File: src/design/tactile_sample_calibrator_unit_macros.svh
// assertion macros for the tactile sample calibrator
// used by the top level only; expects a clock named clk and reset rst_n in scope
`ifndef TACTILE_SAMPLE_CALIBRATOR_UNIT_MACROS_SVH
`define TACTILE_SAMPLE_CALIBRATOR_UNIT_MACROS_SVH

// same-cycle implication, quiet during reset
`define TSCU_ASSERT_NOW(label, ante, cons, msg) \
    label: assert property (@(posedge clk) disable iff (!rst_n) (ante) |-> (cons)) \
        else $error(msg);

// next-cycle implication, quiet during reset
`define TSCU_ASSERT_NEXT(label, ante, cons, msg) \
    label: assert property (@(posedge clk) disable iff (!rst_n) (ante) |=> (cons)) \
        else $error(msg);

`endif

File: src/design/tscu_pkg.sv
// shared types, codes and widths for the tactile sample calibrator
// no dependencies; used by every module of the block
package tscu_pkg;

    localparam int FRAC_BITS   = 16;
    localparam int SAMPLE_BITS = 16;
    localparam int FULL_BITS   = 16;
    localparam int KIND_BITS   = 2;
    localparam int OUT_BITS    = FRAC_BITS + 2;
    // one extra bit so the magnitude of the most negative sample fits
    localparam int NUM_BITS    = SAMPLE_BITS + 1;
    localparam int DVD_BITS    = NUM_BITS + FRAC_BITS;
    localparam int DIV_STEPS   = DVD_BITS;
    localparam int REG_IDX_BITS = 2;

    // register indexes
    localparam logic [REG_IDX_BITS-1:0] REG_FULL_SCALE  = 2'd0;
    localparam logic [REG_IDX_BITS-1:0] REG_SENSOR_KIND = 2'd1;

    // sensor kinds
    localparam logic [KIND_BITS-1:0] KIND_INVERTED = 2'd0;
    localparam logic [KIND_BITS-1:0] KIND_FABRIC   = 2'd1;
    localparam logic [KIND_BITS-1:0] KIND_PLAIN    = 2'd2;

    // reset values
    localparam logic [FULL_BITS-1:0] FULL_SCALE_RESET  = 16'd4095;
    localparam logic [KIND_BITS-1:0] SENSOR_KIND_RESET = KIND_PLAIN;

    // fixed-point landmarks
    localparam logic [OUT_BITS-1:0] ONE_CODE = OUT_BITS'(1) << FRAC_BITS;
    localparam logic [OUT_BITS-1:0] MAX_CODE = {1'b0, {(OUT_BITS-1){1'b1}}};
    localparam logic [OUT_BITS-1:0] MIN_CODE = {1'b1, {(OUT_BITS-1){1'b0}}};

    // per-item sideband that rides along the divider
    typedef struct packed {
        logic                 zero_full;
        logic [KIND_BITS-1:0] kind;
        logic                 force_one;
        logic                 neg;
    } tscu_side_t;

    // contents of one divider cell
    typedef struct packed {
        logic [FULL_BITS-1:0] rem;
        logic [DVD_BITS-1:0]  dvd;
        logic [OUT_BITS-1:0]  quo;
        logic                 ovf;
        logic [FULL_BITS-1:0] den;
        tscu_side_t           side;
    } tscu_cell_t;

endpackage

File: src/design/tscu_prep.sv
// front end: turns a raw sample and the configuration into a division job
// depends on tscu_pkg
module tscu_prep (
    input  logic signed [tscu_pkg::SAMPLE_BITS-1:0] raw_sample,
    input  logic [tscu_pkg::FULL_BITS-1:0]          full_scale,
    input  logic [tscu_pkg::KIND_BITS-1:0]          sensor_kind,
    output tscu_pkg::tscu_cell_t                    job
);

    logic signed [tscu_pkg::SAMPLE_BITS:0] raw_ext;
    logic signed [tscu_pkg::SAMPLE_BITS:0] full_ext;
    logic [tscu_pkg::SAMPLE_BITS:0]        diff;
    logic [tscu_pkg::SAMPLE_BITS:0]        mag;
    logic [tscu_pkg::FULL_BITS-1:0]        r_clamp;
    logic [tscu_pkg::FULL_BITS-1:0]        rest;
    logic [tscu_pkg::NUM_BITS-1:0]         num;
    logic [tscu_pkg::FULL_BITS-1:0]        den;
    logic                                  force_one;
    logic                                  neg;
    logic [tscu_pkg::KIND_BITS-1:0]        kind;

    assign raw_ext  = (tscu_pkg::SAMPLE_BITS+1)'(raw_sample);
    assign full_ext = $signed({1'b0, full_scale});
    assign diff     = $unsigned(full_ext - raw_ext);
    assign mag      = raw_sample[tscu_pkg::SAMPLE_BITS-1] ? $unsigned(-raw_ext)
                                                          : $unsigned(raw_ext);

    // fabric clamp to [0, full-1]
    always_comb
    begin
        if (raw_sample[tscu_pkg::SAMPLE_BITS-1])
        begin
            r_clamp = '0;
        end
        else if (raw_ext >= full_ext)
        begin
            r_clamp = full_scale - tscu_pkg::FULL_BITS'(1);
        end
        else
        begin
            r_clamp = tscu_pkg::FULL_BITS'($unsigned(raw_ext));
        end
    end

    assign rest = full_scale - r_clamp;

    // numerator, denominator and flags per kind
    always_comb
    begin
        num       = '0;
        den       = full_scale;
        force_one = 1'b0;
        neg       = 1'b0;
        kind      = tscu_pkg::KIND_PLAIN;
        case (sensor_kind)
            tscu_pkg::KIND_INVERTED:
            begin
                kind = tscu_pkg::KIND_INVERTED;
                if ((raw_ext > 0) && (raw_ext < full_ext))
                begin
                    num = diff[tscu_pkg::NUM_BITS-1:0];
                end
            end
            tscu_pkg::KIND_FABRIC:
            begin
                kind = tscu_pkg::KIND_FABRIC;
                den  = rest;
                if (r_clamp >= rest)
                begin
                    force_one = 1'b1;
                end
                else
                begin
                    num = tscu_pkg::NUM_BITS'(r_clamp);
                end
            end
            default:
            begin
                kind = tscu_pkg::KIND_PLAIN;
                neg  = raw_sample[tscu_pkg::SAMPLE_BITS-1];
                num  = mag[tscu_pkg::NUM_BITS-1:0];
            end
        endcase
    end

    // dividend is the numerator shifted up by the fraction bits
    always_comb
    begin
        job                = '0;
        job.dvd            = {num, {tscu_pkg::FRAC_BITS{1'b0}}};
        job.den            = den;
        job.side.zero_full = (full_scale == '0);
        job.side.kind      = kind;
        job.side.force_one = force_one;
        job.side.neg       = neg;
    end

endmodule

File: src/design/tscu_div_cell.sv
// one restoring division step: one quotient bit per cell, handed to the next cell
// depends on tscu_pkg
module tscu_div_cell (
    input  logic                 clk,
    input  logic                 rst_n,
    input  logic                 advance,
    input  logic                 prev_valid,
    input  tscu_pkg::tscu_cell_t prev_cell,
    output logic                 valid_reg,
    output tscu_pkg::tscu_cell_t cell_reg
);

    logic [tscu_pkg::FULL_BITS:0]   rem_shift;
    logic [tscu_pkg::FULL_BITS:0]   rem_diff;
    logic                           q_bit;
    tscu_pkg::tscu_cell_t           cell_next;

    // bring down the next dividend bit and try the subtract
    assign rem_shift = {prev_cell.rem, prev_cell.dvd[tscu_pkg::DVD_BITS-1]};
    assign rem_diff  = rem_shift - {1'b0, prev_cell.den};
    assign q_bit     = (rem_shift >= {1'b0, prev_cell.den});

    always_comb
    begin
        cell_next      = prev_cell;
        cell_next.rem  = q_bit ? rem_diff[tscu_pkg::FULL_BITS-1:0]
                               : rem_shift[tscu_pkg::FULL_BITS-1:0];
        cell_next.dvd  = {prev_cell.dvd[tscu_pkg::DVD_BITS-2:0], 1'b0};
        cell_next.quo  = {prev_cell.quo[tscu_pkg::OUT_BITS-2:0], q_bit};
        cell_next.ovf  = prev_cell.ovf | prev_cell.quo[tscu_pkg::OUT_BITS-1];
    end

    // valid bit
    always_ff @(posedge clk or negedge rst_n)
    begin
        if (!rst_n)
        begin
            valid_reg <= 1'b0;
        end
        else if (advance)
        begin
            valid_reg <= prev_valid;
        end
    end

    // payload
    always_ff @(posedge clk)
    begin
        if (advance)
        begin
            cell_reg <= cell_next;
        end
    end

endmodule

File: src/design/tscu_finish.sv
// back end: saturation, sign and special cases, then the output register
// depends on tscu_pkg
module tscu_finish (
    input  logic                                clk,
    input  logic                                rst_n,
    input  logic                                advance,
    input  logic                                last_valid,
    input  tscu_pkg::tscu_cell_t                last_cell,
    output logic                                out_valid_reg,
    output logic signed [tscu_pkg::OUT_BITS-1:0] calibrated_reg,
    output logic                                saturated_reg
);

    logic [tscu_pkg::OUT_BITS-1:0] quo;
    logic                          ovf;
    logic                          above_two;
    logic [tscu_pkg::OUT_BITS-1:0] calibrated_next;
    logic                          saturated_next;

    assign quo = last_cell.quo;
    assign ovf = last_cell.ovf;
    // quotient strictly above 2.0
    assign above_two = ovf
                     | (quo[tscu_pkg::OUT_BITS-1] & (|quo[tscu_pkg::OUT_BITS-2:0]));

    // result selection
    always_comb
    begin
        calibrated_next = quo;
        saturated_next  = 1'b0;
        if (last_cell.side.zero_full)
        begin
            calibrated_next = '0;
            saturated_next  = 1'b1;
        end
        else
        begin
            case (last_cell.side.kind)
                tscu_pkg::KIND_INVERTED:
                begin
                    calibrated_next = quo;
                end
                tscu_pkg::KIND_FABRIC:
                begin
                    calibrated_next = last_cell.side.force_one ? tscu_pkg::ONE_CODE : quo;
                end
                default:
                begin
                    if (last_cell.side.neg)
                    begin
                        if (above_two)
                        begin
                            calibrated_next = tscu_pkg::MIN_CODE;
                            saturated_next  = 1'b1;
                        end
                        else
                        begin
                            calibrated_next = -quo;
                        end
                    end
                    else if (ovf || quo[tscu_pkg::OUT_BITS-1])
                    begin
                        calibrated_next = tscu_pkg::MAX_CODE;
                        saturated_next  = 1'b1;
                    end
                end
            endcase
        end
    end

    // output valid
    always_ff @(posedge clk or negedge rst_n)
    begin
        if (!rst_n)
        begin
            out_valid_reg <= 1'b0;
        end
        else if (advance)
        begin
            out_valid_reg <= last_valid;
        end
    end

    // output payload
    always_ff @(posedge clk)
    begin
        if (advance)
        begin
            calibrated_reg <= $signed(calibrated_next);
            saturated_reg  <= saturated_next;
        end
    end

endmodule

File: src/design/tactile_sample_calibrator_unit.sv
// top level of the tactile sample calibrator: config registers, divider chain, output
// depends on tscu_pkg, tscu_prep, tscu_div_cell, tscu_finish and the macros header
//
// Takes one raw tactile sample per beat and returns one calibrated value with 16
// fraction bits in [-2, 2), plus a saturation flag. The quotient comes from a chain
// of 33 restoring division cells, one quotient bit per cell (a 17-bit magnitude
// shifted up by 16 fraction bits), so a new sample is accepted every cycle unless
// the chain is stalled; each sample passes through the 33 cells and then the output
// register, the first cell loading on the accepting edge. The whole chain moves
// together: it holds only while a finished result waits at the output under stall,
// and in_stall follows that condition. Configuration is written through wr_en,
// wr_index and wr_data; full_scale resets to 4095 and sensor_kind to plain
// normalization. A zero full scale gives 0 with the flag set.
`include "tactile_sample_calibrator_unit_macros.svh"

module tactile_sample_calibrator_unit (
    input  logic                                    clk,
    input  logic                                    rst_n,
    input  logic                                    wr_en,
    input  logic [tscu_pkg::REG_IDX_BITS-1:0]       wr_index,
    input  logic [tscu_pkg::FULL_BITS-1:0]          wr_data,
    input  logic                                    in_valid,
    output logic                                    in_stall,
    input  logic signed [tscu_pkg::SAMPLE_BITS-1:0] raw_sample,
    output logic                                    out_valid,
    input  logic                                    out_stall,
    output logic signed [tscu_pkg::OUT_BITS-1:0]    calibrated,
    output logic                                    saturated
);

    logic [tscu_pkg::FULL_BITS-1:0] full_scale_reg;
    logic [tscu_pkg::KIND_BITS-1:0] sensor_kind_reg;
    logic                           advance;
    tscu_pkg::tscu_cell_t           job;
    logic                           cell_valid [0:tscu_pkg::DIV_STEPS];
    tscu_pkg::tscu_cell_t           cell_data  [0:tscu_pkg::DIV_STEPS];
    logic                           out_valid_reg;
    logic signed [tscu_pkg::OUT_BITS-1:0] calibrated_reg;
    logic                           saturated_reg;

    // configuration registers
    always_ff @(posedge clk or negedge rst_n)
    begin
        if (!rst_n)
        begin
            full_scale_reg  <= tscu_pkg::FULL_SCALE_RESET;
            sensor_kind_reg <= tscu_pkg::SENSOR_KIND_RESET;
        end
        else if (wr_en)
        begin
            if (wr_index == tscu_pkg::REG_FULL_SCALE)
            begin
                full_scale_reg <= wr_data;
            end
            else if (wr_index == tscu_pkg::REG_SENSOR_KIND)
            begin
                sensor_kind_reg <= wr_data[tscu_pkg::KIND_BITS-1:0];
            end
        end
    end

    // chain moves unless a finished result is held at the output
    assign advance  = !out_valid_reg || !out_stall;
    assign in_stall = !advance;

    // job setup
    tscu_prep u_prep (
        .raw_sample  (raw_sample),
        .full_scale  (full_scale_reg),
        .sensor_kind (sensor_kind_reg),
        .job         (job)
    );

    assign cell_valid[0] = in_valid;
    assign cell_data[0]  = job;

    // division cells
    for (genvar i = 0; i < tscu_pkg::DIV_STEPS; i++)
    begin : g_cell
        tscu_div_cell u_cell (
            .clk        (clk),
            .rst_n      (rst_n),
            .advance    (advance),
            .prev_valid (cell_valid[i]),
            .prev_cell  (cell_data[i]),
            .valid_reg  (cell_valid[i+1]),
            .cell_reg   (cell_data[i+1])
        );
    end

    // result fixup and output register
    tscu_finish u_finish (
        .clk            (clk),
        .rst_n          (rst_n),
        .advance        (advance),
        .last_valid     (cell_valid[tscu_pkg::DIV_STEPS]),
        .last_cell      (cell_data[tscu_pkg::DIV_STEPS]),
        .out_valid_reg  (out_valid_reg),
        .calibrated_reg (calibrated_reg),
        .saturated_reg  (saturated_reg)
    );

    assign out_valid  = out_valid_reg;
    assign calibrated = calibrated_reg;
    assign saturated  = saturated_reg;

    // checks
    `TSCU_ASSERT_NOW(a_stall_only_when_held, in_stall, out_valid && out_stall,
        "input stalled while output is free")
    `TSCU_ASSERT_NOW(a_sat_value, out_valid && saturated,
        calibrated == '0 || calibrated == $signed(tscu_pkg::MAX_CODE)
            || calibrated == $signed(tscu_pkg::MIN_CODE),
        "saturated result is not a limit or zero")
    `TSCU_ASSERT_NEXT(a_last_cell_reaches_out, advance && cell_valid[tscu_pkg::DIV_STEPS],
        out_valid, "result from last cell lost")

endmodule

File: config.mk
export PLATFORM = sky130hd
export DESIGN_NAME = tactile_sample_calibrator_unit
export DESIGN_NICKNAME = d
export VERILOG_FILES = /design/src/design/tscu_pkg.sv /design/src/design/tscu_prep.sv /design/src/design/tscu_div_cell.sv /design/src/design/tscu_finish.sv /design/src/design/tactile_sample_calibrator_unit.sv
export VERILOG_INCLUDE_DIRS = /design/src /design/src/design
export SDC_FILE = /design/constraint.sdc
export NUM_CORES = 2
export LEC_CHECK = 0
export BUFFER_PORTS_ARGS = -buffer_cell sky130_fd_sc_hd__clkbuf_2
export CORE_ASPECT_RATIO = 0.75
export CORE_UTILIZATION = 64
export DETAILED_ROUTE_END_ITERATION = 6
export GPL_ROUTABILITY_DRIVEN = 0
export PLACE_DENSITY = 0.92
export SYNTH_ARGS = -nofsm -noshare
export SYNTH_HDL_FRONTEND = slang
export SYNTH_SLANG_ARGS = --single-unit
File: constraint.sdc
create_clock -name clk -period 122.3 [get_ports clk]
set_clock_uncertainty 0.2 [all_clocks]
set_input_delay 30.575 -clock clk [delete_from_list [all_inputs] [get_ports clk]]
set_output_delay 30.575 -clock clk [all_outputs]
set_load 0.01 [all_outputs]
* After elaboration in Yosys (flattened, before gate mapping)
Cells that the tools add are included.
Storage, ports and cells: flip-flop bits (word level) 1852, input bits 39, output and inout port bits 21, logic and storage cells 473
Operators by class: add/sub/neg operators 37, order comparisons 37, eq/ne operators 3, multiplexer cells 50, bitwise operators 17, reductions and logical operators 15
Operator list (number):
- $mux 16 | 35
- $ge 17x16->1 | 32
- $sub 16x16->16 | 32
- $mux 18 | 4
- $pmux 18 s2 | 1
- $mux 17 | 2
- $pmux 17 s2 | 1
- $neg 18->18 | 1
- $ge 16x17->1 | 1
- $lt 16x17->1 | 1
- $neg 16->17 | 1
- $reduce_or 17->1 | 1
- $sub 17x16->17 | 1
- $ge 1x16->1 | 1
- $ge 16x16->1 | 1
- $gt 16x1->1 const B | 1
- $logic_not 16->1 | 1
- $sub 1x16->16 | 1
- $sub 16x1->16 const B | 1
- $or 1x1->1 | 15
- $eq 2x1->1 const B | 3
- $logic_not 2->1 | 3
- $mux 1 | 6
- $pmux 2 s2 | 1
- 8 further kinds | 12

* Longest topological paths before layout
depth after elaboration 9, depth in mapped cells 29, gate-level depth less buffers 27

* By module
Synthesis repeated with hierarchy kept, for this count alone.
Second synthesis, totals: cell total of the unflattened synthesis 8959, area, all modules 134612.9 sq um
By module, submodules not included:
- tscu_div_cell (g_cell[15].u_cell ...) | instances 21, cells each 245, area each 3872.5 sq um, seq. area each 2667.6 sq um
- tscu_div_cell (g_cell[0].u_cell ...) | instances 11, cells each 257, area each 3967.6 sq um, seq. area each 2667.6 sq um
- tscu_div_cell (g_cell[24].u_cell) | instances 1, cells each 249, area each 3861.2 sq um, seq. area each 2667.6 sq um
- tscu_prep | instances 1, cells each 540, area each 3622.2 sq um, seq. area each 0.0 sq um
- tscu_finish | instances 1, cells each 157, area each 1446.4 sq um, seq. area each 595.6 sq um
- tactile_sample_calibrator_unit | instances 1, cells each 41, area each 718.2 sq um, seq. area each 466.7 sq um

* Least setup slack after synthesis
No wires, ideal clock.
kind input port to output port, start point input out_stall, end point output in_stall, arrival time 84.042 ns, required time 91.525 ns, setup slack 7.483 ns, stages on the path 3, path buffers 1, cells stage by stage nand2_1 clkbuf_1 inv_1
On the way: cells in the longest elaborated chain, start to end 3
RTL lines:
- start: declaration | RTL line tactile_sample_calibrator_unit.sv:26 | input logic out_stall,
- $logic_not 1->1 | RTL line tactile_sample_calibrator_unit.sv:63 | assign advance = !out_valid_reg || !out_stall;
- $logic_or 1x1->1 | RTL line tactile_sample_calibrator_unit.sv:63
- $logic_not 1->1 | RTL line tactile_sample_calibrator_unit.sv:64 | assign in_stall = !advance;
- end: declaration | RTL line tactile_sample_calibrator_unit.sv:23 | output logic in_stall,
Every way passes these cells.

* Final worst setup path
Same ends and word-level chain as after synthesis.

==> run summary <==
area occupied by multi-input gates = 29600 sq um
gr usage total = 0.274
largest area contributor in the netlist = edfxtp_1
Final setup viols = 0
initial antenna violation count = 4
met1 Usage GRT = 0.371
Num CTS Buffers = 168
status = finished, final reports clean
CP bufs+invs = 3
die area = 140000 sq um
post-synthesis mux area share = 0.0387
WL final = 192000 um
Worst setup EP type = output port
Setup TNS = 0 ns
Yosys warnings = 0
max reg flops = 1781
Core Footprint = 136000 sq um
met2 usage = 0.443
post-CTS sizing = 0
Worst path slowest cell = inv_1
final slew viol count = 0
Reg area = 55400 sq um
asr flop ratio synth = 0.0281
Reg clk slew, reported paths = 0.07 ns
# nets final = 7526
CTS sink count = 1852
Clk Latency, worst-skew pair = 0.84 ns
main combinational cell family by area after synthesis = compound AO/OA/AOI/OAI gates
area post-placement = 90800 sq um
post-DP HPWL = 128000 um
maximum capacitance violations = 0
# IOs = 60
CP delay by family, top = buffers and inverters
Iter 0 DRT Violations = 7568
fmax = 16.1 MHz
Synth Area in XOR/XNOR = 0.0348
layout cells sized above 1 = 0.0981
# H-tree levels = 4
WS Path Type = in2out
reg-to-reg slack, setup = 114.52 ns
Die Ht = 324 um
Initial Utilization = 0.648
number of fill cells = 7957
die width = 431 um
Worst-Margin Slew = 1.25 ns
Post-CTS Setup Bufs = 0
Most used DFF post-synth = edfxtp_1
met3 Resource Use GR = 0.0618
Cell Area, Synth = 88400 sq um
Worst Hold Class = reg2reg
hold_buf cts = 0
CP Data Required Time = 91.53 ns
row count = 117
Post-synth EDFFs = 1800
Area Growth Syn to Fin = 9.02%
RSZ-0062 raised after global routing = false
Via Count = 56100
CTS Buffer Depth = 3
Synth Net Count = 7375
synth cell count leaders = edfxtp_1 (1800), inv_1 (786), ha_1 (565)
Most Crowded Layer GR = met2
cell area after layout = 96300 sq um
Routed WL per cell = 21.6 um
clock period minus worst slack = 61.98 ns
Setup crit start kind = input pin
post-synthesis simple-gate area fraction = 0.0758
Detailed Routing Iterations Pass 1 = 7
antenna-violating nets left = 0
post-synth top area share = 0.612
peak fanout along the critical path = 4
Yosys reg bits = 1852
Area contributors post-synth = edfxtp_1 (61%), ha_1 (8.0%), mux2_2 (3.4%)
Synth cell types = 75
vias in the first global route = 55600
first-pass GRT wire length = 301000 um
port bufs = 59
Max-slew headroom = 0.168
TritonCTS clock tree = done
top-count cell post-synth = edfxtp_1
cell repeated most along the worst path = clkbuf_2
adder-cell share of the synthesized area = 0.0875
Seq/Total Area, Yosys = 0.627
final period utilization = 0.507
# DRC = 0
Avg Inst Size Synth = 13.1 sq um
largest net degree at the start of global routing = 217
Largest stage delay, worst path = 0.20 ns
CP Cell Sequence = clkbuf_2 -> nand2_4 -> inv_1 -> clkbuf_2
Overflow after GRT = 0
compound-cell area share of the yosys netlist = 0.0985
CP Data Arrival Time = 31.20 ns
Synth Instances = 6738
average via count per standard cell = 6.33
final hold viol count = 0
CTS Root Cell = clkbuf_16
stage by stage:
step,utilization,worst slack [ns],hold slack (ns),instances
2_1_floorplan,-,7.48,0.200,6738
3_3_place_gp,0.666,60.31,0.201,8563
3_5_place_dp,0.666,60.33,0.205,8563
4_1_cts,0.707,60.33,0.202,8870
5_1_grt,0.707,60.34,0.205,8870
6_report,0.707,60.32,0.202,8871
logic make-up (layout without fill, tap and decap cells):
logic type,count (synthesis),after routing
xor+xnor,350,350
compound gates,1369,1369
simple gates,1367,1367
mux,308,308
flops,1852,1852
buf+inv,894,1182
other cells,0,1
fa+ha+maj,598,598
worst reg2reg max path: stages (launching register included):
cell	delay, ns
dfstp_2	0.68
ha_1	0.30
nor2b_1	0.15
o31a_1	0.31
o31a_1	0.30
o21bai_1	0.35
o21ai_2	0.18
buf_4	0.28
o31ai_1	0.51
inv_1	0.12
ha_1	0.36
o21ai_0	0.30
o21ai_0	0.27
a2111oi_0	0.57
nor3_1	0.18
a21o_1	0.21
a21oi_1	0.17
xor2_1	0.23
ha_1	0.28
a21o_1	0.17
a21oi_1	0.24
o21ai_0	0.21
or3_1	0.34
o31ai_1	0.20
buf_4	0.27
a221o_1	0.26
layout make-up:
class / count / share of cell area
repair buffers: 85 / 0.00561
multi-input cells: 3992 / 0.308
clock inverters: 101 / 0.0111
flip-flops and latches: 1852 / 0.575
well taps: 1844 / 0.0240
clock buffers: 206 / 0.0460
diodes: 1 / 0.0000260
inverters: 790 / 0.0308
layout by cell type (no fill, tap or decap), types with 83 or more instances in the layout:
| master | instances |
|---|---|
| a21o_1 | 162 |
| a21oi_1 | 433 |
| clkbuf_16 | 171 |
| edfxtp_1 | 1800 |
| ha_1 | 565 |
| inv_1 | 786 |
| mux2_2 | 266 |
| nand2_1 | 248 |
| nand2b_1 | 83 |
| nand4_1 | 89 |
| nor2_1 | 447 |
| nor3_1 | 143 |
| o21ai_0 | 263 |
| xnor2_1 | 238 |
| xor2_1 | 111 |
path summary, 6_finish.rpt:
kind / start / endpoint / cells after the start
min in group asynchronous: rst_n / full_scale_reg[14] / 2
hold reg to reg: g_cell[17].u_cell.cell_reg[22] / g_cell[18].u_cell.cell_reg[23] / 0
setup reg to reg: full_scale_reg[1] / g_cell[0].u_cell.cell_reg[62] / 25
max in group asynchronous: rst_n / g_cell[24].u_cell.valid_reg / 2
setup / recovery: out_stall / in_stall / 4
hold / removal: g_cell[17].u_cell.cell_reg[22] / g_cell[18].u_cell.cell_reg[23] / 0
metal layers:
layer	vias up	wire length [um]
met5	-	27
met4	4	5710
met3	522	19700
met2	3303	90300
met1	27200	76200
li1	25100	-
Power is left out: the tool's default activity adds up to more than one toggle a clock period on the data nets, which glitch-free logic cannot reach.
